File: config.mk
export PLATFORM = sky130hd
export DESIGN_NAME = gcpd_convert
export DESIGN_NICKNAME = d
export VERILOG_FILES = /design/src/rtl/gcpd_pkg.sv /design/src/rtl/gcpd_convert.sv
export SDC_FILE = /design/constraint.sdc
export NUM_CORES = 1
export LEC_CHECK = 0
export BUFFER_PORTS_ARGS = -buffer_cell sky130_fd_sc_hd__buf_2
export CORE_ASPECT_RATIO = 1.25
export CORE_MARGIN = 1.5
export CORE_UTILIZATION = 35
export CTS_BUF_LIST = sky130_fd_sc_hd__clkbuf_8
export DETAILED_ROUTE_END_ITERATION = 16
export PLACE_DENSITY = 0.74
export REMOVE_ABC_BUFFERS = 1
export SLEW_MARGIN = 20
export SYNTH_ARGS = -nofsm -noshare
export SYNTH_HDL_FRONTEND = slang
export SYNTH_SLANG_ARGS = --single-unit
File: constraint.sdc
create_clock -name clk -period 0.8 [get_ports clk]
set_clock_uncertainty 0.2 [all_clocks]
set_input_delay 0.2 -clock clk [delete_from_list [all_inputs] [get_ports clk]]
set_output_delay 0.2 -clock clk [all_outputs]
set_load 0.02 [all_outputs]
File: src/rtl/gcpd_pkg.sv
// Shared types and constants for the Gray-code pattern decoder.
package gcpd_pkg;

	localparam int PIX_W    = 19;
	localparam int PAT_W    = 4;
	localparam int BYTE_W   = 8;
	localparam int SUM_W    = 10;
	localparam int THR_W    = 11;
	localparam int CFG_CNT_W = 4;
	localparam int CNT_W    = 5;
	localparam int STRIPE_W = 10;
	localparam int APB_AW   = 4;
	localparam int APB_DW   = 32;
	localparam int IN_DW    = 72;
	localparam int OUT_DW   = 32;

	localparam int DEF_MAX_PIXELS = 524288;
	localparam int DEF_MAX_BITS   = 10;

	localparam logic [CFG_CNT_W-1:0] CNT_RESET = 4'd9;

	typedef enum logic [1:0] {
		REG_WHITE = 2'd0,
		REG_BLACK = 2'd1,
		REG_COUNT = 2'd2
	} reg_idx_t;

	// control half of a pipeline stage
	typedef struct packed {
		logic             valid;
		logic             last;
		logic [PIX_W-1:0] pix;
	} item_ctl_t;

	typedef struct packed {
		logic [PAT_W-1:0] pat;
		logic [SUM_W-1:0] pos_sum;
		logic [SUM_W-1:0] neg_sum;
	} s1_data_t;

endpackage

File: src/rtl/gcpd_convert.sv
// Gray to binary conversion and output register.
module gcpd_convert import gcpd_pkg::*; #(
	parameter int MAX_BITS = DEF_MAX_BITS
) (
	input  logic                clk,
	input  logic                arst_n,
	input  logic                en,
	input  item_ctl_t           ctl_s3,
	input  logic [MAX_BITS:0]   entry_s3,
	output logic                out_valid,
	output logic [PIX_W-1:0]    out_pixel,
	output logic                code_valid,
	output logic [STRIPE_W-1:0] stripe_position
);

	logic [MAX_BITS-1:0] bin;
	logic                ok;

	// each binary bit is the XOR of all Gray bits at or above it
	always_comb begin
		for (int i = 0; i < MAX_BITS; i++) begin
			bin[i] = ^(entry_s3[MAX_BITS-1:0] >> i);
		end
	end

	assign ok = !entry_s3[MAX_BITS];

	always_ff @(posedge clk or negedge arst_n) begin
		if (!arst_n) begin
			out_valid <= 1'b0;
		end else if (en) begin
			out_valid <= ctl_s3.valid && ctl_s3.last;
		end
	end

	always_ff @(posedge clk) begin
		if (en) begin
			out_pixel       <= ctl_s3.pix;
			code_valid      <= ok;
			stripe_position <= ok ? STRIPE_W'(bin) : '0;
		end
	end

endmodule

Word level (Yosys, flattened, before mapping) --
Index checks and enable logic that the tools add are counted.
Word-level totals: register bits after elaboration 31, input port bits 35, output and inout port bits 31, word-level logic and storage cells 16
Cells by class: reduce and logical (&&, ||, !) cells 12
Operator list (count):
- XOR reduction 10 bit | 10
- logical AND 1 bit | 1
- zero test 1 bit | 1

Logic depth before layout (Yosys ltp) --
Gate-level depths: netlist of the first run.
word-level depth 1, mapped depth 4, depth with buffers taken out 4

Least setup slack after synthesis of the first run --
Ideal clock, no wire load.
path type input-to-reg, from input entry_s3[9], to register stripe_position[0] (data pin), library setup time 0.162 ns, data arrival time 1.523 ns, required time 0.438 ns, slack -1.085 ns, stages on the path 4, path buffers 0, cells stage by stage xnor3_2 xnor3_2 or4_1 o2111ai_1
On the way: word-level cells in the longest chain between the ends 1
RTL lines:
- start: declaration | RTL line gcpd_convert.sv:9 | input logic [MAX_BITS:0] entry_s3,
- XOR reduction 10 bit | RTL line gcpd_convert.sv:22 | bin[i] = ^(entry_s3[MAX_BITS-1:0] >> i);
- end signal: assignment | RTL line gcpd_convert.sv:40 | stripe_position <= ok ? STRIPE_W'(bin) : '0;
- end: declaration | RTL line gcpd_convert.sv:13 | output logic [STRIPE_W-1:0] stripe_position
No other way between the ends. A chain may end at the register's enable or synchronous reset.

Worst setup path in the final report of the first run --
from input entry_s3[7], to register stripe_position[0] (data pin)
Same word-level chain as after synthesis.

==> flow_metrics.env, run 1 <==
export IMPL_setup_ws_ns=-0.770
export IMPL_reg2reg_depth=2
export IMPL_reg2reg_to="out_valid$_DFFE_PN0P_"
export IMPL_synth_top_area_share_pct=77.2
export IMPL_wl_per_cell_um=15.1
export IMPL_rows=23
export IMPL_endpoint_kind="register"
export IMPL_vdd_drop_max_v=0.00137
export IMPL_grtUsageTotal_pct=13.4
export IMPL_totalWireLength_um=2830
export IMPL_total_power_mw=4.29
export IMPL_period_needed_ns=1.57
export IMPL_antenna_left=0
export IMPL_holdWs_ns=-0.102
export IMPL_final_common_cell="buf_2"
export IMPL_syn_inst=62
export IMPL_cp_max_fo=4
export IMPL_grt_pass1_vias=771
export IMPL_grt_max_degree=25
export IMPL_clock_tree_root_cell="clkbuf_8"
export IMPL_required_ns=0.71
export IMPL_clockBufferDepth=2
export IMPL_r2r_slack_ns=-0.03
export IMPL_cp_arrival_ns=1.48
export IMPL_cts_tree="built"
export IMPL_slew_viol_final=0
export IMPL_hpwl_um=1780
export IMPL_grt_pass1_wl_um=3330
export IMPL_syn_area_um2=1170
export IMPL_numCtsBuffers=5
export IMPL_status="complete, but fails checks"
export IMPL_die_area_um2=3690
export IMPL_clk_pin_slew_ns=0.06
export IMPL_gr_total_overflow=0
export IMPL_clock_sinks=31
export IMPL_multi_input_area_um2=298
export IMPL_synth_simple_gate_area_share_pct=6.54
export IMPL_synth_warnings=0
export IMPL_place_congestion=0.714
export IMPL_relSlewSlack_pct=75.5
export IMPL_io_pins=66
export IMPL_postCtsHoldBufs=1
export IMPL_synth_top_family_by_area="XOR/XNOR gates"
export IMPL_fill_cells=224
export IMPL_layout_nets=184
export IMPL_utilization_pct=63.0
export IMPL_drc=0
export IMPL_io_buffer_count=65
export IMPL_cts_htree_levels=2
export IMPL_ys_seq_elements=31
export IMPL_min_path_cells=1
export IMPL_final_cell_mix="buf_2, buf_6, edfxtp_1, buf_4, nor2_1"
export IMPL_grt_antenna_before_repair=0
export IMPL_yosysSeqAreaShare_pct=79.3
export IMPL_p_leak_nw=0.902
export IMPL_dr_pass1_iters=2
export IMPL_rr_startpoint="out_valid$_DFFE_PN0P_"
export IMPL_initial_core_util_pct=36.5
export IMPL_tightest_slew_ns=0.367
export IMPL_vias_per_cell=4.51
export IMPL_die_y_um=67.6
export IMPL_violations="hold timing, setup timing"
export IMPL_worstHoldEndpoint="out_pixel[18]$_DFFE_PP_"
export IMPL_hp_start="ctl_s3[18]"
export IMPL_synth_xor_xnor_area_share_pct=12.0
export IMPL_vias=843
export IMPL_synthDistinctLibCells=16
export IMPL_place_ws_ns=-1.14
export IMPL_synth_avg_cell_area_um2=18.8
export IMPL_clk_latency_ns=0.27
export IMPL_synth_area_leader_cell="edfxtp_1"
export IMPL_drt_initial_drc_count=15
export IMPL_synthTopCellsByArea="edfxtp_1, xnor3_2, xnor2_1, nor2_1, xor2_1"
export IMPL_syn2layout_area_growth_pct=72.5
export IMPL_setup_viol=40
export IMPL_clock_fmax_ghz=0.637
export IMPL_die_w_um=54.7
export IMPL_setup_tns_ns=-17.44
export IMPL_rsz0062_at_grt="yes"
export IMPL_critPathLaunchType="input pin"
export IMPL_min_path_type="input pin to register"
export IMPL_hold_viol_final=20
export IMPL_crit_type="input pin to register"
export IMPL_insertedDiodeCount=0
export IMPL_max_cap_violations=0
export IMPL_post_route_period_util_pct=196
export IMPL_seq_area_um2=926
export IMPL_drive_gt1_share_pct=66.0
export IMPL_synth_compound_area_share_pct=1.18
export IMPL_p_per_area_nw_per_um2=2130
export IMPL_synth_adder_area_share_pct=0
export IMPL_synth_mux_area_share_pct=0
export IMPL_core_um2=3190
-- per-stage QoR --
step,cells,area (um^2)
3_5_place_dp,177,1650
6_report,187,2010
3_3_place_gp,177,1650
4_1_cts,186,1830
2_1_floorplan,61,1160
5_1_grt,187,2010
-- final cells by class --
type / count / area share, %
Multi-Input combinational cell: 28 / 14.8
Sequential cell: 31 / 46.0
Clock buffer: 5 / 3.42
Clock inverter: 3 / 0.622
Timing Repair Buffer: 81 / 32.5
Tap cell: 37 / 2.30
Inverter: 2 / 0.373
-- worst max-delay path, stage by stage --
cell       delay (ns)
buf_6            0.09
xnor3_2          0.38
xnor3_2          0.29
or4_4            0.43
o2111ai_2        0.09
-- how the worst max path moves through the flow --
stage,startpoint,endpoint,slack [ns],cells past startpoint
after global placement,entry_s3[9],stripe_position[0]$_SDFFCE_PP0P_,-1.11,5
after global routing,entry_s3[7],stripe_position[0]$_SDFFCE_PP0P_,-0.80,5
after floorplan,entry_s3[9],stripe_position[0]$_SDFFCE_PP0P_,-1.09,4
final,entry_s3[7],stripe_position[0]$_SDFFCE_PP0P_,-0.77,5
after detailed placement,entry_s3[9],stripe_position[0]$_SDFFCE_PP0P_,-1.14,5
after CTS,entry_s3[7],stripe_position[0]$_SDFFCE_PP0P_,-0.77,5
-- routing by layer --
layer  GRT usage [%]  part of all wire (%)  routed length (um)  vias up
li1                -                     -                   -      400
met1            12.5                    33                 938      384
met2            23.8                    53                1510       52
met3            2.65                    11                 299        7
met4            11.3                   3.0                  84        0
met5               0                     0                   0        -
-- cell families after synthesis --
group | count (synthesis)
XOR/XNOR | 11
AND/OR/NAND/NOR | 15
buffers and inverters | 3
flip-flops | 31
AO/OA/AOI/OAI | 2
-- cells in the mapped netlist --
cell / count
xnor3_1: 1
edfxtp_1: 30
nand3_1: 3
xnor2_1: 5
inv_1: 2
xnor3_2: 2
clkbuf_1: 1
xor2_1: 3
or4_1: 1
or4bb_1: 1
o2111ai_1: 1
o21ai_0: 1
nor2_1: 8
nor2b_1: 1
dfrtp_1: 1
and2_1: 1
-- power by group --
part	switching (mW)	internal, mW	total, mW	leakage, nW
Sequential	0.0749	1.98	2.05	0.305
Clock	0.514	0.583	1.10	0.0505
Combinational	0.516	0.625	1.14	0.546
-- registers in the layout (all words and copies together) (netlist names) --
register,flops
out_valid,1
stripe_position,10
code_valid,1
out_pixel,19
-- repair_timing --
item,in CTS,in global routing
resized for setup,19,51
pin swaps,12,5
hold endpoints to repair,21,20
setup endpoints to repair,41,41
setup buffers,1,1
Power figures use the tool's default switching activity.
==> run 2: changes to the inputs <==
--- a/config.mk
+++ b/config.mk
@@ -5,13 +5,13 @@
 export SDC_FILE = /design/constraint.sdc
 export NUM_CORES = 1
 export LEC_CHECK = 0
-export BUFFER_PORTS_ARGS = -buffer_cell sky130_fd_sc_hd__buf_2
+export BUFFER_PORTS_ARGS = -buffer_cell sky130_fd_sc_hd__clkbuf_2
 export CORE_ASPECT_RATIO = 1.25
 export CORE_MARGIN = 1.5
-export CORE_UTILIZATION = 35
+export CORE_UTILIZATION = 45
 export CTS_BUF_LIST = sky130_fd_sc_hd__clkbuf_8
 export DETAILED_ROUTE_END_ITERATION = 16
-export PLACE_DENSITY = 0.74
+export PLACE_DENSITY = 0.88
 export REMOVE_ABC_BUFFERS = 1
 export SLEW_MARGIN = 20
 export SYNTH_ARGS = -nofsm -noshare
==> flow_metrics.env, run 2 (same netlist as run 1, synthesis figures left out) <==
export IMPL_status="complete, but fails checks"
export IMPL_violations="hold timing, setup timing"
export IMPL_cts_htree_levels=2
export IMPL_drive_gt1_share_pct=65.0
export IMPL_highest_layer="met4"
export IMPL_design_area_um2=2020
export IMPL_tightest_slew_ns=0.198
export IMPL_min_path_type="input pin to register"
export IMPL_dr_wl_met3_um=326
export IMPL_hold_viol_final=20
export IMPL_total_power_mw=4.33
export IMPL_final_common_cell="clkbuf_2"
export IMPL_crit_top_cell="xnor3_2"
export IMPL_setup_viol=41
export IMPL_die_w_um=48.6
export IMPL_rows=20
export IMPL_max_cap_violations=0
export IMPL_clk_latency_ns=0.27
export IMPL_cp_arrival_ns=1.49
export IMPL_rsz0062_at_grt="yes"
export IMPL_endpoint_kind="register"
export IMPL_setup_ws_ns=-0.773
export IMPL_grt_antenna_before_repair=0
export IMPL_wl_per_cell_um=18.1
export IMPL_syn2layout_area_growth_pct=72.7
export IMPL_gr_total_overflow=0
export IMPL_die_y_um=59.9
export IMPL_crit_type="input pin to register"
export IMPL_reg_largest_list="out_pixel (19), stripe_position (10)"
export IMPL_layout_nets=191
export IMPL_r2r_slack_ns=-0.12
export IMPL_grt_pass1_vias=867
export IMPL_io_buffer_count=65
export IMPL_dr_pass1_iters=4
export IMPL_io_pins=66
export IMPL_met2WireLength_um=1830
export IMPL_clockBufferDepth=2
export IMPL_critPathLaunchType="input pin"
export IMPL_grtUsageTotal_pct=21.5
export IMPL_post_route_period_util_pct=197
export IMPL_p_per_area_nw_per_um2=2150
export IMPL_crit_chain="buf_6 > xnor3_2 > xnor3_2 > or4_1 > o2111ai_1"
export IMPL_core_um2=2450
export IMPL_drt_initial_drc_count=30
export IMPL_clock_sinks=31
export IMPL_p_leak_nw=0.920
export IMPL_crit_slowest_cell="or4_1"
export IMPL_final_instance_count_excl_fill=190
export IMPL_postCtsHoldBufs=1
export IMPL_grt_pass1_wl_um=4290
export IMPL_top_register="out_pixel"
export IMPL_placed_cells=174
export IMPL_clk_pin_slew_ns=0.06
export IMPL_max_stage_delay_ns=0.41
export IMPL_numCtsBuffers=5
export IMPL_vdd_drop_max_v=0.00141
export IMPL_cts_tree="built"
export IMPL_fill_cells=134
export IMPL_clock_fmax_ghz=0.636
export IMPL_antenna_left=0
export IMPL_required_ns=0.71
export IMPL_drc=0
export IMPL_drt_met1_wl_um=1200
export IMPL_cp_max_fo=4
export IMPL_clock_tree_root_cell="clkbuf_8"
export IMPL_initial_core_util_pct=47.6
export IMPL_slew_viol_final=0
export IMPL_vias=937
export IMPL_postPlaceCellArea_um2=1660
export IMPL_vias_per_cell=4.93
export IMPL_hpwl_um=2070
export IMPL_final_cell_mix="clkbuf_2, edfxtp_1, buf_6, buf_2, buf_4"
export IMPL_totalWireLength_um=3440
export IMPL_die_area_um2=2910
export IMPL_relSlewSlack_pct=86.7
export IMPL_place_congestion=0.690
export IMPL_period_needed_ns=1.57
export IMPL_largest_register_ffs=19
export IMPL_grt_max_degree=26
export IMPL_holdWs_ns=-0.105
export IMPL_insertedDiodeCount=0
run 2: stage by stage:
stage / utilization (%) / setup slack [ns] / setup TNS, ns / hold slack [ns]
3_5_place_dp: 67.5 / -1.15 / -18.19 / -0.224
2_1_floorplan: - / -1.09 / -7.52 / -0.296
4_1_cts: 73.4 / -0.781 / -17.78 / -0.104
6_report: 82.2 / -0.773 / -18.15 / -0.105
3_3_place_gp: 67.5 / -1.11 / -17.01 / -0.225
5_1_grt: 82.2 / -0.804 / -19.07 / -0.112
run 2: power by group:
| group | switching (mW) | internal (mW) |
|---|---|---|
| Sequential | 0.0672 | 1.97 |
| Clock | 0.528 | 0.578 |
| Combinational | 0.554 | 0.630 |
run 2: critical path, delay by kind of cell:
kind | cells | cell delay [ns]
AOI/OAI and AO/OA | 1 | 0.11
buffers and inverters | 1 | 0.09
xor gates and xnor gates | 2 | 0.68
and+or+nand+nor | 1 | 0.41
run 2: repair_timing:
action,in CTS,in global routing
cloned,0,0
setup buffers,2,5
endpoints found under the hold margin,21,20
pin swaps,7,7
endpoints found under the setup margin,42,42
resized for setup,10,79
run 2: layout make-up:
type	count	area [um^2]	share of cell area, %
clock buffer	5	68.8	3.41
clock inverter	3	11.3	0.559
inverter	2	10.0	0.497
multi-input combinational	28	285	14.2
sequential	31	926	45.9
tap	33	41.3	2.05
timing repair buffer	88	673	33.4
run 2: final timing paths:
path,from,to,cells past startpoint
worst max-delay path,entry_s3[7],stripe_position[0]$_SDFFCE_PP0P_,5
worst min-delay path,ctl_s3[5],out_pixel[5]$_DFFE_PP_,1
worst max register to register,out_valid$_DFFE_PN0P_,out_valid$_DFFE_PN0P_,3
worst min register to register,out_valid$_DFFE_PN0P_,out_valid$_DFFE_PN0P_,3
max in group asynchronous,arst_n,out_valid$_DFFE_PN0P_,2
min in group asynchronous,arst_n,out_valid$_DFFE_PN0P_,2
run 2: per-layer routing:
layer  vias up  GRT usage, %
li1        415             -
met1       445          22.4
met2        68          37.3
met3         9          9.00
met4         0          11.8
met5         -             0
==> run 3: changes to the inputs <==
--- a/config.mk
+++ b/config.mk
@@ -6,10 +6,13 @@
 export NUM_CORES = 1
 export LEC_CHECK = 0
 export BUFFER_PORTS_ARGS = -buffer_cell sky130_fd_sc_hd__clkbuf_2
+export CELL_PAD_IN_SITES_DETAIL_PLACEMENT = 2
+export CELL_PAD_IN_SITES_GLOBAL_PLACEMENT = 2
 export CORE_ASPECT_RATIO = 1.25
 export CORE_MARGIN = 1.5
-export CORE_UTILIZATION = 45
+export CORE_UTILIZATION = 29
 export CTS_BUF_LIST = sky130_fd_sc_hd__clkbuf_8
+export CTS_CLUSTER_SIZE = 14
 export DETAILED_ROUTE_END_ITERATION = 16
 export PLACE_DENSITY = 0.88
 export REMOVE_ABC_BUFFERS = 1
==> flow_metrics.env, run 3 (same netlist as run 1, synthesis figures left out) <==
export IMPL_total_power_mw=4.73
export IMPL_slew_viol_final=0
export IMPL_grt_max_degree=22
export IMPL_place_congestion=0.651
export IMPL_antenna_left=0
export IMPL_max_cap_violations=0
export IMPL_endpoint_kind="register"
export IMPL_setup_tns_ns=-19.80
export IMPL_final_common_cell="buf_6"
export IMPL_relSlewSlack_pct=76.4
export IMPL_crit_top_cell="xnor3_2"
export IMPL_cpLargestDelayFamily="XOR/XNOR gates"
export IMPL_clk_latency_ns=0.29
export IMPL_vdd_drop_max_v=0.00125
export IMPL_layout_nets=191
export IMPL_top_register="out_pixel"
export IMPL_final_cell_mix="buf_6, clkbuf_2, edfxtp_1, buf_4, clkbuf_8"
export IMPL_place_ws_ns=-1.17
export IMPL_holdWs_ns=-0.112
export IMPL_clk_pin_slew_ns=0.07
export IMPL_crit_chain="buf_6 > xnor3_2 > xnor3_2 > buf_8 > xnor3_1 > nor2_1"
export IMPL_drive_gt1_share_pct=69.4
export IMPL_vias=956
export IMPL_cp_arrival_ns=1.44
export IMPL_rsz0062_at_grt="yes"
export IMPL_tightest_slew_ns=0.354
export IMPL_hold_viol_final=19
export IMPL_io_pins=66
export IMPL_clockBufferDepth=2
export IMPL_setup_viol=43
export IMPL_crit_slowest_cell="xnor3_2"
export IMPL_cts_tree="built"
export IMPL_clock_tree_root_cell="clkbuf_8"
export IMPL_largest_register_ffs=19
export IMPL_grt_pass1_vias=1042
export IMPL_numCtsBuffers=5
export IMPL_hpwl_um=2850
export IMPL_placed_cells=195
export IMPL_wl_per_cell_um=24.7
export IMPL_status="complete, but fails checks"
export IMPL_reg_largest_list="out_pixel (19), stripe_position (10)"
export IMPL_gr_total_overflow=0
export IMPL_crit_type="input pin to register"
export IMPL_min_path_type="input pin to register"
export IMPL_period_needed_ns=1.60
export IMPL_io_buffer_count=65
export IMPL_violations="hold timing, setup timing"
export IMPL_rows=25
export IMPL_syn2layout_area_growth_pct=83.9
export IMPL_die_area_um2=4420
export IMPL_totalWireLength_um=5220
export IMPL_die_w_um=59.7
export IMPL_die_y_um=73.9
export IMPL_dr_pass1_iters=4
export IMPL_grtUsageTotal_pct=22.0
export IMPL_postCtsHoldBufs=1
export IMPL_p_leak_nw=0.947
export IMPL_final_instance_count_excl_fill=211
export IMPL_required_ns=0.64
export IMPL_post_route_period_util_pct=200
export IMPL_drc=0
export IMPL_cp_buffers_inverters=2
export IMPL_core_um2=3820
export IMPL_grt_antenna_before_repair=0
export IMPL_cp_max_fo=7
export IMPL_cts_htree_levels=2
export IMPL_drt_initial_drc_count=20
export IMPL_postPlaceCellArea_um2=1680
export IMPL_vias_per_cell=4.53
export IMPL_clock_fmax_ghz=0.625
export IMPL_p_per_area_nw_per_um2=2200
export IMPL_setup_ws_ns=-0.799
export IMPL_fill_cells=353
export IMPL_design_area_um2=2150
export IMPL_initial_core_util_pct=30.6
export IMPL_max_stage_delay_ns=0.39
export IMPL_clock_sinks=31
export IMPL_insertedDiodeCount=0
export IMPL_grt_pass1_wl_um=6380
export IMPL_critPathLaunchType="input pin"
run 3: cell types whose count changed in the layout (fill, tap and decap cells not counted), sizes merged:
cell    change
buf         -1
clkbuf      +1
clkinv      +1
inv         -1
run 3: final timing paths:
kind                       slack, ns                                to  depth (start not counted)                   from
setup / recovery               -0.80  stripe_position[1]$_SDFFCE_PP0P_                          6            entry_s3[7]
hold / removal                 -0.11            out_pixel[0]$_DFFE_PP_                          1              ctl_s3[0]
setup reg to reg               -0.13             out_valid$_DFFE_PN0P_                          3  out_valid$_DFFE_PN0P_
hold reg to reg                 0.45             out_valid$_DFFE_PN0P_                          3  out_valid$_DFFE_PN0P_
max in group asynchronous       0.24             out_valid$_DFFE_PN0P_                          2                 arst_n
min in group asynchronous       0.06             out_valid$_DFFE_PN0P_                          2                 arst_n
run 3: through the flow:
step / hold WS (ns) / utilization (%)
after floorplan: -0.296 / -
after global placement: -0.225 / 44.1
after detailed placement: -0.215 / 44.1
after CTS: -0.123 / 50.3
after global routing: -0.129 / 56.3
final: -0.112 / 56.3
run 3: timing repair:
action	4_1_cts	5_1_grt
gates resized for setup	22	101
setup buffers	7	3
pin swaps	6	6
hold endpoints to repair	21	19
setup endpoints to repair	42	42
run 3: where the power goes:
part	leakage (nW)	internal (mW)	total (mW)	switching, mW
Combinational	0.595	0.716	1.38	0.663
Sequential	0.305	1.98	2.08	0.109
Clock	0.0477	0.596	1.26	0.668
Total	0.947	3.29	4.73	1.44
run 3: worst reg2reg max path: cells and delay by family, from the launching register on:
kind / cells / cell delay (ns)
buffers and inverters: 2 / 0.17
flip-flops: 1 / 0.41
AO/OA/AOI/OAI: 1 / 0.04
run 3: cell type report:
class                      instances  area [um^2]  share of cell area (%)
sequential                        31          926                    43.1
timing repair buffer              88          749                    34.9
multi-input combinational         28          310                    14.5
clock buffer                       5         68.8                    3.21
tap                               54         67.6                    3.15
clock inverter                     3         15.0                   0.699
inverter                           2         10.0                   0.466
run 3: per-layer routing:
layer	global-route usage, %	part of all wire (%)	up-vias
li1	-	-	414
met3	6.43	7.8	2
met1	25.9	41	484
met2	37.9	51	56
met4	7.41	0.48	0
met5	0	0	-
