--- src/rtl/gcpd_pkg.sv ---
// Shared types and constants for the Gray-code pattern decoder.
package gcpd_pkg;

	localparam int PIX_W    = 19;
	localparam int PAT_W    = 4;
	localparam int BYTE_W   = 8;
	localparam int SUM_W    = 10;
	localparam int THR_W    = 11;
	localparam int CFG_CNT_W = 4;
	localparam int CNT_W    = 5;
	localparam int STRIPE_W = 10;
	localparam int APB_AW   = 4;
	localparam int APB_DW   = 32;
	localparam int IN_DW    = 72;
	localparam int OUT_DW   = 32;

	localparam int DEF_MAX_PIXELS = 524288;
	localparam int DEF_MAX_BITS   = 10;

	localparam logic [CFG_CNT_W-1:0] CNT_RESET = 4'd9;

	typedef enum logic [1:0] {
		REG_WHITE = 2'd0,
		REG_BLACK = 2'd1,
		REG_COUNT = 2'd2
	} reg_idx_t;

	// control half of a pipeline stage
	typedef struct packed {
		logic             valid;
		logic             last;
		logic [PIX_W-1:0] pix;
	} item_ctl_t;

	typedef struct packed {
		logic [PAT_W-1:0] pat;
		logic [SUM_W-1:0] pos_sum;
		logic [SUM_W-1:0] neg_sum;
	} s1_data_t;

endpackage

--- src/rtl/gcpd_ingest.sv ---
// Stage 1: range and pattern checks, colour sums.
module gcpd_ingest import gcpd_pkg::*; #(
	parameter int MAX_PIXELS = DEF_MAX_PIXELS,
	parameter int MAX_BITS   = DEF_MAX_BITS
) (
	input  logic                 clk,
	input  logic                 arst_n,
	input  logic                 en,
	input  logic                 in_valid,
	input  logic [PIX_W-1:0]     pixel_index,
	input  logic [PAT_W-1:0]     pattern_index,
	input  logic [BYTE_W-1:0]    pos_red,
	input  logic [BYTE_W-1:0]    pos_green,
	input  logic [BYTE_W-1:0]    pos_blue,
	input  logic [BYTE_W-1:0]    neg_red,
	input  logic [BYTE_W-1:0]    neg_green,
	input  logic [BYTE_W-1:0]    neg_blue,
	input  logic [CFG_CNT_W-1:0] pattern_count,
	output item_ctl_t            ctl_s1,
	output s1_data_t             data_s1
);

	localparam logic [31:0]      PixLimit = 32'(MAX_PIXELS);
	localparam logic [CNT_W-1:0] BitsMax  = CNT_W'(MAX_BITS);

	logic [CNT_W-1:0] cnt_eff;
	logic [CNT_W-1:0] pat_ext;
	logic             keep;
	logic             last;

	always_comb begin
		cnt_eff = {1'b0, pattern_count};
		if (pattern_count == '0) begin
			cnt_eff = CNT_W'(1);
		end else if (cnt_eff > BitsMax) begin
			cnt_eff = BitsMax;
		end
	end

	assign pat_ext = {1'b0, pattern_index};
	assign keep = (pat_ext < cnt_eff) && (32'(pixel_index) < PixLimit);
	assign last = (pat_ext + CNT_W'(1)) == cnt_eff;

	// ignored items are dropped here as bubbles
	always_ff @(posedge clk or negedge arst_n) begin
		if (!arst_n) begin
			ctl_s1 <= '0;
		end else if (en) begin
			ctl_s1.valid <= in_valid && keep;
			ctl_s1.last  <= last;
			ctl_s1.pix   <= pixel_index;
		end
	end

	always_ff @(posedge clk) begin
		if (en) begin
			data_s1.pat      <= pattern_index;
			data_s1.pos_sum  <= SUM_W'(pos_red) + SUM_W'(pos_green) + SUM_W'(pos_blue);
			data_s1.neg_sum  <= SUM_W'(neg_red) + SUM_W'(neg_green) + SUM_W'(neg_blue);
		end
	end

endmodule

--- config.mk ---
export PLATFORM = sky130hd
export DESIGN_NAME = gcpd_ingest
export DESIGN_NICKNAME = d
export VERILOG_FILES = /design/src/rtl/gcpd_pkg.sv /design/src/rtl/gcpd_ingest.sv
export SDC_FILE = /design/constraint.sdc
export NUM_CORES = 1
export LEC_CHECK = 0
export CORE_MARGIN = 1.5
export CORE_UTILIZATION = 60
export CTS_CLUSTER_SIZE = 28
export DETAILED_ROUTE_END_ITERATION = 10
export DONT_BUFFER_PORTS = 1
export PLACE_DENSITY = 0.76
export SETUP_SLACK_MARGIN = 0.1
export SLEW_MARGIN = 20
export SYNTH_ARGS = -nofsm -noshare
export SYNTH_HDL_FRONTEND = slang
export SYNTH_SLANG_ARGS = --single-unit
--- constraint.sdc ---
create_clock -name clk -period 1.6 [get_ports clk]
set_input_delay 0.32 -clock clk [delete_from_list [all_inputs] [get_ports clk]]
set_output_delay 0.32 -clock clk [all_outputs]
set_load 0.005 [all_outputs]
; ---- Yosys cells after proc, flatten, opt, wreduce, memory -nomap -nowiden
; Index checks and enable logic that the tools add are counted.
[word_totals]
inputBits = 79
ff_bits = 45
output_inout_bits = 45
[classes]
muxes = 2
eq_ne = 1
magnitude_cmp = 2
n_addsub = 5
n_reduce_logical = 2
[op_table]
columns = op, n
row1 = adder 9 x 8 -> 10 bit, 2
row2 = adder 8 x 8 -> 9 bit, 2
row3 = "adder 4 x 1 -> 5 bit, second input constant", 1
row4 = equality test 5 bit, 1
row5 = less-than comparator 4 x 5 -> 1 bit, 1
row6 = 2-to-1 mux 5 bit, 1
row7 = "greater-than comparator 4 bit, second input constant", 1
row8 = zero test 4 bit, 1
row9 = 2-to-1 mux 4 bit, 1
row10 = logical AND 1 bit, 1

; ---- Logic depth before layout (Yosys ltp)
; Gate-level depths: netlist of run 1.
[logic_depth]
depth_word = 5
ltp_mapped = 9
ltp_nobuf = 9

; ---- Worst setup path before layout of run 1
; Ideal clock, no wire load.
[synth_path]
path_kind = input to register
from = input pos_red[1]
to = register data_s1[17] (netlist bit) (data pin)
cell_stages = 7
setup_time_ns = 0.269
t_required_ns = 1.331
arrival_ns = 1.983
slack_ns = -0.652
path_buffers = 0
cell_sequence = fa_1 ha_1 fa_1 a21o_1 a21oi_1 nand2b_1 o311ai_1
[synth_via]
elab_chain_len = 2
[synth_rtl]
columns = item, line
row1 = start: declaration, gcpd_ingest.sv:12  ; input logic [BYTE_W-1:0] pos_red,
row2 = adder 8 x 8 -> 9 bit, gcpd_ingest.sv:58  ; data_s1.pos_sum <= SUM_W'(pos_red) + SUM_W'(pos_green) + SUM_W'(pos_blue);
row3 = adder 9 x 8 -> 10 bit, gcpd_ingest.sv:58
row4 = end: declaration, gcpd_ingest.sv:20  ; output s1_data_t data_s1
; No other way between the ends.
; A chain may end at the register's enable or synchronous reset.

; ---- Worst setup path in the final report of run 1
[layout_path]
from = input neg_red[1]
to = register data_s1[9] (netlist bit) (data pin)
[layout_via]
elab_chain_len = 2
[layout_rtl]
columns = item, line
row1 = start: declaration, gcpd_ingest.sv:15  ; input logic [BYTE_W-1:0] neg_red,
row2 = adder 8 x 8 -> 9 bit, gcpd_ingest.sv:59  ; data_s1.neg_sum <= SUM_W'(neg_red) + SUM_W'(neg_green) + SUM_W'(neg_blue);
row3 = adder 9 x 8 -> 10 bit, gcpd_ingest.sv:59
; No other way between the ends.

==> impl_results.html, run 1 <==
<table>
<tr><th>Metric</th><th>Value</th></tr>
<tr><th colspan="2">Synth</th></tr>
<tr><td>Instance count of the mapped netlist</td><td>201</td></tr>
<tr><td>Post-synth top flop</td><td>sky130_fd_sc_hd__edfxtp_1</td></tr>
<tr><td>Distinct cells, synth</td><td>32</td></tr>
<tr><td>Synth Register Bits</td><td>45</td></tr>
<tr><td>Number of enable-type register cells in the synthesized netlist</td><td>24</td></tr>
<tr><td>Asr flop ratio synth</td><td>roughly 47%</td></tr>
<tr><td>Synth Warn #</td><td>0</td></tr>
<tr><td>Post-synth net total</td><td>roughly 320</td></tr>
<tr><td>Avg Inst Size Synth</td><td>13.21 um^2</td></tr>
<tr><td>Synth Cell Area</td><td>between 0.002 and 0.003 mm^2</td></tr>
<tr><td>Dominant cells by area after synthesis</td><td>sky130_fd_sc_hd__edfxtp_1 27%, sky130_fd_sc_hd__dfrtp_1 20%, sky130_fd_sc_hd__fa_1 14%</td></tr>
<tr><td>Area share of the largest cell type after synthesis</td><td>27.14%</td></tr>
<tr><td>Sequential element share of the synthesized area</td><td>46.94%</td></tr>
<tr><td>Yosys top cell by area</td><td>sky130_fd_sc_hd__edfxtp_1</td></tr>
<tr><th colspan="2">STA</th></tr>
<tr><td>Period Utilization, post-route</td><td>120.2%</td></tr>
<tr><td>Pin slew with the least headroom to its limit</td><td>about 0.9 ns</td></tr>
<tr><td>Setup violation total in the final timing report</td><td>11</td></tr>
<tr><td>Worst rel slew slack</td><td>slightly below 40%</td></tr>
<tr><td>RSZ-0062 raised after global routing</td><td>yes</td></tr>
<tr><td>Crit path time final</td><td>between 1.5 and 2 ns</td></tr>
<tr><td>Final Hold Violating Endpoints</td><td>0</td></tr>
<tr><td>Worst hold margin</td><td>0.1257 ns</td></tr>
<tr><td>Maximum clock skew at final layout</td><td>0 ns</td></tr>
<tr><td>FMAX</td><td>about 520 MHz</td></tr>
<tr><td>Worst Setup Slack, final</td><td>-0.3226 ns</td></tr>
<tr><td>Total count of max-transition violations in the final report</td><td>0</td></tr>
<tr><th colspan="2">Pwr</th></tr>
<tr><td>Fraction of power consumed by combinational cells</td><td>31.8%</td></tr>
<tr><td>Clock network fraction of design power</td><td>between 20% and 30%</td></tr>
<tr><td>Leak pwr</td><td>1.314 nW</td></tr>
<tr><td>Switching portion of total power</td><td>roughly 29%</td></tr>
<tr><td>Pint</td><td>about 2.3 mW</td></tr>
<tr><td>Portion of total power attributed to sequential cells</td><td>roughly half</td></tr>
<tr><td>Maximum resistive drop on vdd</td><td>about 520 uV</td></tr>
<tr><td>Net switching power of the design</td><td>approximately 0.95 mW</td></tr>
<tr><td>Pwr Density</td><td>1051 mW/mm^2</td></tr>
<tr><th colspan="2">Detailed routing</th></tr>
<tr><td>First-pass detailed-route iteration total</td><td>4</td></tr>
<tr><td>Via-per-instance ratio</td><td>between 5 and 6</td></tr>
<tr><td>Average routed wire per standard cell</td><td>~19 um</td></tr>
<tr><td>Routed wire length</td><td>5.337 mm</td></tr>
<tr><td>Vias after detailed routing</td><td>approximately 1.7k</td></tr>
<tr><td>DRC viols</td><td>0</td></tr>
<tr><td>Detail Route Antenna Nets</td><td>0</td></tr>
<tr><td>Number of DRC markers after the initial detailed-route iteration</td><td>102</td></tr>
<tr><th colspan="2">Worst setup path</th></tr>
<tr><td>Worst Setup SP</td><td>neg_red[1]</td></tr>
<tr><td>Last element of the critical path</td><td>data_s1[9]$_DFFE_PP_</td></tr>
<tr><td>Worst Path Max Fanout</td><td>3</td></tr>
<tr><td>Critical path class</td><td>primary input to flop</td></tr>
<tr><td>Worst path arrival time</td><td>approximately 2 ns</td></tr>
<tr><td>Depth of the worst register-to-register path</td><td>2</td></tr>
<tr><td>Data required time of the worst path</td><td>between 1.5 and 2 ns</td></tr>
<tr><td>Slack of the worst reg-to-reg path</td><td>about 0.76 ns</td></tr>
<tr><td>Startpoint types</td><td>primary input</td></tr>
<tr><td>CP endpoint kind</td><td>flop</td></tr>
<tr><td>Reg-to-reg startpoint</td><td>ctl_s1[20]$_DFFE_PN0P_</td></tr>
<tr><td>Critical R2R Capture</td><td>ctl_s1[20]$_DFFE_PN0P_</td></tr>
<tr><th colspan="2">Global routing</th></tr>
<tr><td>Number of antenna violations at the first check in global routing</td><td>0</td></tr>
<tr><td>Pin count of the biggest net entering global routing</td><td>48</td></tr>
<tr><td>Congestion Overflow GR</td><td>0</td></tr>
<tr><td>Number of global-route vias before repair</td><td>roughly 1.8k</td></tr>
<tr><td>Total Routing Usage GR</td><td>around 22%</td></tr>
<tr><td>First-pass GRT wire length</td><td>~8.4 mm</td></tr>
<tr><th colspan="2">Final layout</th></tr>
<tr><td>Final core utilization</td><td>between 70% and 80%</td></tr>
<tr><td>Total non-filler cell area in the finished layout</td><td>about 0.0031 mm^2</td></tr>
<tr><td>NumNets Final</td><td>348</td></tr>
<tr><td>Proportion of layout cells with a drive suffix above 1</td><td>about a third</td></tr>
<tr><td>Layout-stage area growth over the synthesis result</td><td>17.72%</td></tr>
<tr><td>Ant diodes</td><td>0</td></tr>
<tr><td>Number of standard cells in the layout, taps in and fillers out</td><td>285</td></tr>
<tr><th colspan="2">Floorplanning</th></tr>
<tr><td>Width of the chip</td><td>approximately 70 um</td></tr>
<tr><td>Starting density of the core</td><td>between 60% and 70%</td></tr>
<tr><td>Die Ht</td><td>just under 70 um</td></tr>
<tr><td>Die area</td><td>0.004833 mm^2</td></tr>
<tr><td>I/O pin count</td><td>around 120</td></tr>
<tr><td>Std-Cell Core Area</td><td>between 0.004 and 0.005 mm^2</td></tr>
<tr><td>Rows</td><td>24</td></tr>
<tr><th colspan="2">Clock network</th></tr>
<tr><td>Buffer type at the clock tree root</td><td>sky130_fd_sc_hd__clkbuf_8</td></tr>
<tr><td>Clock latency on the worst-skew pair</td><td>around 0.28 ns</td></tr>
<tr><td>CTS clock-pin slew for the worst setup and hold paths</td><td>roughly 0.08 ns</td></tr>
<tr><td>Sinks on the clock net</td><td>45</td></tr>
<tr><td>Clock Tree Buf Depth</td><td>2</td></tr>
<tr><td>Clock tree from TritonCTS</td><td>done</td></tr>
<tr><td>Number of H-tree levels</td><td>2</td></tr>
<tr><td>Inserted Clock Buffers</td><td>5</td></tr>
<tr><th colspan="2">Place</th></tr>
<tr><td>Port buffer count</td><td>0</td></tr>
<tr><td>Cell area reported after detailed placement</td><td>0.002884 mm^2</td></tr>
<tr><td>Routability congestion estimate from global placement</td><td>between 0.8 and 0.9</td></tr>
<tr><td>Final HPWL DP</td><td>between 4 and 5 mm</td></tr>
<tr><td>Pre-CTS worst setup slack</td><td>-0.5941 ns</td></tr>
<tr><td>Placed Cells incl. Taps</td><td>~270</td></tr>
<tr><th colspan="2">Status</th></tr>
<tr><td>Run status</td><td>finished, violations left</td></tr>
<tr><td>Violated checks</td><td>negative setup slack</td></tr>
<tr><th colspan="2">Job</th></tr>
<tr><td>Maxcap violations</td><td>0</td></tr>
<tr><th colspan="2">Min path</th></tr>
<tr><td>Worst Hold Class</td><td>primary input to flop</td></tr>
</table>
[synthesized netlist by cell type (3+ instances only)]
master	number
sky130_fd_sc_hd__o21ai_0	6
sky130_fd_sc_hd__a31oi_1	4
sky130_fd_sc_hd__inv_1	21
sky130_fd_sc_hd__dfrtp_1	21
sky130_fd_sc_hd__xnor2_1	8
sky130_fd_sc_hd__fa_1	18
sky130_fd_sc_hd__nand3_1	4
sky130_fd_sc_hd__edfxtp_1	24
sky130_fd_sc_hd__xor2_1	6
sky130_fd_sc_hd__mux2_2	19
sky130_fd_sc_hd__nor2_1	8
sky130_fd_sc_hd__nand3b_1	4
sky130_fd_sc_hd__nand2b_1	3
sky130_fd_sc_hd__o21a_1	3
sky130_fd_sc_hd__nor3_1	4
sky130_fd_sc_hd__a21oi_1	9
sky130_fd_sc_hd__ha_1	19
sky130_fd_sc_hd__nor2b_1	4
[how the worst min path moves through the flow]
stage	slack (ns)	from	cells past startpoint	endpoint
after floorplan	0.02	arst_n	0	ctl_s1[0]$_DFFE_PN0P_
after global placement	0.02	arst_n	0	ctl_s1[8]$_DFFE_PN0P_
after detailed placement	0.02	arst_n	0	ctl_s1[8]$_DFFE_PN0P_
after CTS	0.12	pattern_index[0]	0	data_s1[20]$_DFFE_PP_
after global routing	0.11	pattern_index[3]	0	data_s1[23]$_DFFE_PP_
final	0.13	pattern_index[3]	0	data_s1[23]$_DFFE_PP_
[cell usage in the layout (no fill, tap or decap), types with 2 or more instances in the layout]
cell type and count:
sky130_fd_sc_hd__inv_1 21, sky130_fd_sc_hd__a21oi_1 4, sky130_fd_sc_hd__o21a_1 3, sky130_fd_sc_hd__fa_2 6
sky130_fd_sc_hd__mux2_2 19, sky130_fd_sc_hd__nand3b_1 4, sky130_fd_sc_hd__clkbuf_8 5, sky130_fd_sc_hd__nor2b_1 4
sky130_fd_sc_hd__a31oi_1 2, sky130_fd_sc_hd__nand2b_1 2, sky130_fd_sc_hd__buf_4 22, sky130_fd_sc_hd__dfrtp_1 21
sky130_fd_sc_hd__o21ai_1 2, sky130_fd_sc_hd__clkinv_2 2, sky130_fd_sc_hd__ha_4 2, sky130_fd_sc_hd__buf_6 3
sky130_fd_sc_hd__xnor2_2 2, sky130_fd_sc_hd__a21oi_2 6, sky130_fd_sc_hd__o21ai_0 4, sky130_fd_sc_hd__xor2_1 6
sky130_fd_sc_hd__xnor2_1 6, sky130_fd_sc_hd__nor3_1 3, sky130_fd_sc_hd__nand3_1 4, sky130_fd_sc_hd__edfxtp_1 24
sky130_fd_sc_hd__ha_1 16, sky130_fd_sc_hd__fa_1 12, sky130_fd_sc_hd__nor2_1 7, sky130_fd_sc_hd__a21o_1 2
[flip-flops by register name, summed over array words and instances (netlist names)]
name / flops
data_s1: 24
ctl_s1: 21
[what timing repair did]
item	4_1_cts	5_1_grt
cloned	0	0
setup buffers	7	1
endpoints found under the setup margin	13	14
pin swaps	6	7
hold buffers	1	0
endpoints found under the hold margin	21	0
resized for setup	11	12
[metal layers]
layer / vias up / track usage (%) / part of all wire, %
met4: 0 / 10.46 / 2.9
met5: - / 0 / 0
met3: 15 / 6.250 / 7.2
met2: 85 / 39.32 / 54
met1: 829 / 24.52 / 36
li1: 770 / - / -
[power groups by stage]
stage | Clock, mW | Sequential (mW) | Combinational [mW]
3_5_place_dp | 0 | 1.62 | 0.887
2_1_floorplan | 0 | 1.57 | 0.618
6_report | 0.657 | 1.58 | 1.05
3_3_place_gp | 0 | 1.61 | 0.820
4_1_cts | 0.678 | 1.59 | 0.992
5_1_grt | 0.725 | 1.60 | 1.15
[cell families after synthesis]
logic type | share of synthesized area, %
compound gates | 7.446
flops | 46.94
buf+inv | 3.346
xor+xnor | 4.618
fa+ha+maj | 22.90
mux | 8.436
simple gates | 6.315
[stage by stage]
step           TNS [ns]  total power [mW]
2_1_floorplan    -4.956             2.184
3_3_place_gp     -5.876             2.430
3_5_place_dp     -6.550             2.505
4_1_cts          -1.994             3.262
5_1_grt          -2.603             3.473
6_report         -2.136             3.286
[critical path, stage by stage]
cell	delay, ns
sky130_fd_sc_hd__fa_2	0.46
sky130_fd_sc_hd__ha_4	0.19
sky130_fd_sc_hd__fa_2	0.36
sky130_fd_sc_hd__a21o_1	0.18
sky130_fd_sc_hd__a21oi_2	0.20
sky130_fd_sc_hd__o21ai_1	0.08
sky130_fd_sc_hd__and3b_1	0.18
[final cells by class]
| class | count | area (um^2) |
|---|---|---|
| Inverter | 21 | 78.83 |
| Fill cell | 290 | 1169 |
| Tap cell | 52 | 65.06 |
| Sequential cell | 45 | 1246 |
| Clock buffer | 6 | 72.57 |
| Multi-Input combinational cell | 133 | 1444 |
| Timing Repair Buffer | 26 | 209.0 |
| Clock inverter | 2 | 10.01 |
No activity file was read; power rests on OpenSTA's default activity.
==> run 2: changes to the inputs <==
- CORE_UTILIZATION: 60 -> 40
- PLACE_DENSITY: 0.76 -> not set
==> impl_results.html, run 2 (synthesis results as in run 1) <==
<table>
<tr><th>Metric</th><th>Value</th></tr>
<tr><th colspan="2">Worst setup path</th></tr>
<tr><td>Critical path class</td><td>primary input to flop</td></tr>
<tr><td>Reg-to-reg startpoint</td><td>ctl_s1[20]$_DFFE_PN0P_</td></tr>
<tr><td>Data required time of the worst path</td><td>1.63 ns (about the same)</td></tr>
<tr><td>CP endpoint kind</td><td>flop</td></tr>
<tr><td>Critical R2R Capture</td><td>ctl_s1[20]$_DFFE_PN0P_</td></tr>
<tr><td>Worst Path Max Fanout</td><td>3 (unchanged)</td></tr>
<tr><td>Worst Setup SP</td><td>pos_red[1]</td></tr>
<tr><td>Worst path arrival time</td><td>1.90 ns (-0.07 ns)</td></tr>
<tr><td>Slack of the worst reg-to-reg path</td><td>0.75 ns (about the same)</td></tr>
<tr><td>Startpoint types</td><td>primary input</td></tr>
<tr><td>Depth of the worst register-to-register path</td><td>2 (unchanged)</td></tr>
<tr><th colspan="2">STA</th></tr>
<tr><td>Total count of max-transition violations in the final report</td><td>0 (unchanged)</td></tr>
<tr><td>Worst hold margin</td><td>0.1158 ns (-0.009907 ns)</td></tr>
<tr><td>Crit path time final</td><td>1.874 ns (-0.04847 ns)</td></tr>
<tr><td>Maximum clock skew at final layout</td><td>0 ns (unchanged)</td></tr>
<tr><td>Setup violation total in the final timing report</td><td>11 (unchanged)</td></tr>
<tr><td>FMAX</td><td>533.6 MHz (+2.6%)</td></tr>
<tr><td>Period Utilization, post-route</td><td>117.1% (-3.0 points)</td></tr>
<tr><td>Final Hold Violating Endpoints</td><td>0 (unchanged)</td></tr>
<tr><td>RSZ-0062 raised after global routing</td><td>yes</td></tr>
<tr><td>Worst Setup Slack, final</td><td>-0.2741 ns (+0.04847 ns)</td></tr>
<tr><td>Worst rel slew slack</td><td>38.80% (-0.94 points)</td></tr>
<tr><td>Pin slew with the least headroom to its limit</td><td>0.9150 ns (+0.01409 ns)</td></tr>
<tr><th colspan="2">Clock network</th></tr>
<tr><td>Inserted Clock Buffers</td><td>5 (unchanged)</td></tr>
<tr><td>Buffer type at the clock tree root</td><td>sky130_fd_sc_hd__clkbuf_8</td></tr>
<tr><td>Clock Tree Buf Depth</td><td>2 (unchanged)</td></tr>
<tr><td>Clock latency on the worst-skew pair</td><td>0.29 ns (about the same)</td></tr>
<tr><td>Number of H-tree levels</td><td>2 (unchanged)</td></tr>
<tr><td>Sinks on the clock net</td><td>45 (unchanged)</td></tr>
<tr><td>CTS clock-pin slew for the worst setup and hold paths</td><td>0.09 ns (about the same)</td></tr>
<tr><td>Clock tree from TritonCTS</td><td>done</td></tr>
<tr><th colspan="2">Final layout</th></tr>
<tr><td>Proportion of layout cells with a drive suffix above 1</td><td>29.57% (-2.6 points)</td></tr>
<tr><td>Registers with the most flip-flops</td><td>data_s1: 24 flops, ctl_s1: 21 flops</td></tr>
<tr><td>NumNets Final</td><td>345 (-0.86%)</td></tr>
<tr><td>Number of flip-flops in the largest register</td><td>24 (unchanged)</td></tr>
<tr><td>Top register by number of flip-flops</td><td>data_s1</td></tr>
<tr><td>Total non-filler cell area in the finished layout</td><td>0.003094 mm^2 (-1.0%)</td></tr>
<tr><td>Most used cells in the layout excluding fill and tap cells</td><td>24 x sky130_fd_sc_hd__edfxtp_1, 21 x sky130_fd_sc_hd__dfrtp_1, 21 x sky130_fd_sc_hd__buf_4</td></tr>
<tr><td>Ant diodes</td><td>0 (unchanged)</td></tr>
<tr><td>Most common cell after layout, fill and taps aside</td><td>sky130_fd_sc_hd__edfxtp_1</td></tr>
<tr><td>Final core utilization</td><td>48.45% (-24 points)</td></tr>
<tr><td>Layout-stage area growth over the synthesis result</td><td>16.54%</td></tr>
<tr><td>Count of filler cells inserted in the layout</td><td>566 (+95%)</td></tr>
<tr><th colspan="2">Pwr</th></tr>
<tr><td>Power, Total</td><td>3.275 mW (-0.36%)</td></tr>
<tr><td>Leak pwr</td><td>1.298 nW (-1.2%)</td></tr>
<tr><td>Pwr Density</td><td>1058 mW/mm^2 (+0.65%)</td></tr>
<tr><td>Maximum resistive drop on vdd</td><td>527.5 uV (+2.4%)</td></tr>
<tr><th colspan="2">Global routing</th></tr>
<tr><td>Pin count of the biggest net entering global routing</td><td>48 (unchanged)</td></tr>
<tr><td>Total Routing Usage GR</td><td>13.32% (-8.9 points)</td></tr>
<tr><td>First-pass GRT wire length</td><td>7.548 mm (-11%)</td></tr>
<tr><td>Congestion Overflow GR</td><td>0 (unchanged)</td></tr>
<tr><td>Number of antenna violations at the first check in global routing</td><td>0 (unchanged)</td></tr>
<tr><td>Number of global-route vias before repair</td><td>1632 (-11%)</td></tr>
<tr><th colspan="2">Min path</th></tr>
<tr><td>End point of the worst hold path</td><td>data_s1[23]$_DFFE_PP_</td></tr>
<tr><td>Hold path startpoint</td><td>pattern_index[3]</td></tr>
<tr><td>Worst Hold Class</td><td>primary input to flop</td></tr>
<tr><td>Depth of the worst hold-timing path</td><td>0 (unchanged)</td></tr>
<tr><th colspan="2">Job</th></tr>
<tr><td>Maxcap violations</td><td>0 (unchanged)</td></tr>
<tr><th colspan="2">Place</th></tr>
<tr><td>Routability congestion estimate from global placement</td><td>0.7966 (-2.6%)</td></tr>
<tr><td>Pre-CTS worst setup slack</td><td>-0.6090 ns (-0.01492 ns)</td></tr>
<tr><td>Port buffer count</td><td>0 (unchanged)</td></tr>
<tr><td>Cell area reported after detailed placement</td><td>0.002893 mm^2 (+0.30%)</td></tr>
<tr><td>Final HPWL DP</td><td>3.708 mm (-8.9%)</td></tr>
<tr><th colspan="2">Detailed routing</th></tr>
<tr><td>First-pass detailed-route iteration total</td><td>4 (unchanged)</td></tr>
<tr><td>Number of DRC markers after the initial detailed-route iteration</td><td>27 (-74%)</td></tr>
<tr><td>Detail Route Antenna Nets</td><td>0 (unchanged)</td></tr>
<tr><td>Routed wire length</td><td>4.728 mm (-11%)</td></tr>
<tr><td>Via-per-instance ratio</td><td>5.319 (-11%)</td></tr>
<tr><td>Vias after detailed routing</td><td>1633 (-3.9%)</td></tr>
<tr><td>Average routed wire per standard cell</td><td>15.40 um (-18%)</td></tr>
<tr><td>DRC viols</td><td>0 (unchanged)</td></tr>
<tr><th colspan="2">Floorplanning</th></tr>
<tr><td>Starting density of the core</td><td>41.58% (-20 points)</td></tr>
<tr><td>Width of the chip</td><td>84.47 um (+22%)</td></tr>
<tr><td>Die Ht</td><td>84.47 um (+22%)</td></tr>
<tr><td>Std-Cell Core Area</td><td>0.006386 mm^2 (+49%)</td></tr>
<tr><td>Die area</td><td>0.007135 mm^2 (+48%)</td></tr>
<tr><td>I/O pin count</td><td>124 (unchanged)</td></tr>
<tr><td>Rows</td><td>29 (+21%)</td></tr>
<tr><th colspan="2">Status</th></tr>
<tr><td>Violated checks</td><td>negative setup slack</td></tr>
<tr><td>Run status</td><td>finished, violations left</td></tr>
</table>
-- run 2: power by group --
part,total [mW],switching (mW),internal [mW]
logic,0.946,0.420,0.527
clock network,0.739,0.388,0.350
registers,1.59,0.121,1.47
total,3.27,0.929,2.35
-- run 2: what timing repair did --
action	CTS	global route
endpoints found under the setup margin	12	13
cloned	0	0
pin swaps	0	7
gates resized for setup	3	8
buffers inserted	2	3
endpoints found under the hold margin	21	0
hold buffers	1	0
-- run 2: per-layer routing --
metal	share of wire (%)	up-vias	track usage, %
li1	-	769	-
met1	43	790	16.48
met2	49	69	22.84
met3	5.9	5	3.147
met4	1.4	0	4.839
met5	0	-	0
-- run 2: worst max-delay path: stages --
cell                       delay (ns)
sky130_fd_sc_hd__fa_1            0.46
sky130_fd_sc_hd__ha_2            0.20
sky130_fd_sc_hd__fa_2            0.35
sky130_fd_sc_hd__a21o_1          0.17
sky130_fd_sc_hd__a21oi_2         0.17
sky130_fd_sc_hd__nand2b_4        0.15
sky130_fd_sc_hd__o311ai_2        0.08
-- run 2: area by class of cell --
class,count,area [um^2],area share (%)
multi-input cells,133,1398,45.17
flip-flops and latches,45,1246,40.28
repair buffers,23,178.9,5.782
well taps,77,96.34,3.114
clock buffers,6,82.58,2.669
inverters,21,78.83,2.548
clock inverters,2,13.76,0.4448
-- run 2: worst max path at each step --
stage	slack, ns	end	cells after the start
final	-0.27	data_s1[17]$_DFFE_PP_	7
after floorplan	-0.52	data_s1[9]$_DFFE_PP_	7
after CTS	-0.28	data_s1[17]$_DFFE_PP_	7
after global placement	-0.56	data_s1[17]$_DFFE_PP_	7
after detailed placement	-0.61	data_s1[17]$_DFFE_PP_	7
after global routing	-0.35	data_s1[17]$_DFFE_PP_	7
-- run 2: through the flow --
step	setup TNS, ns	instances
after floorplan	-4.956	201
after global placement	-6.147	293
after detailed placement	-6.272	293
after CTS	-1.750	304
after global routing	-2.707	307
final	-1.897	307
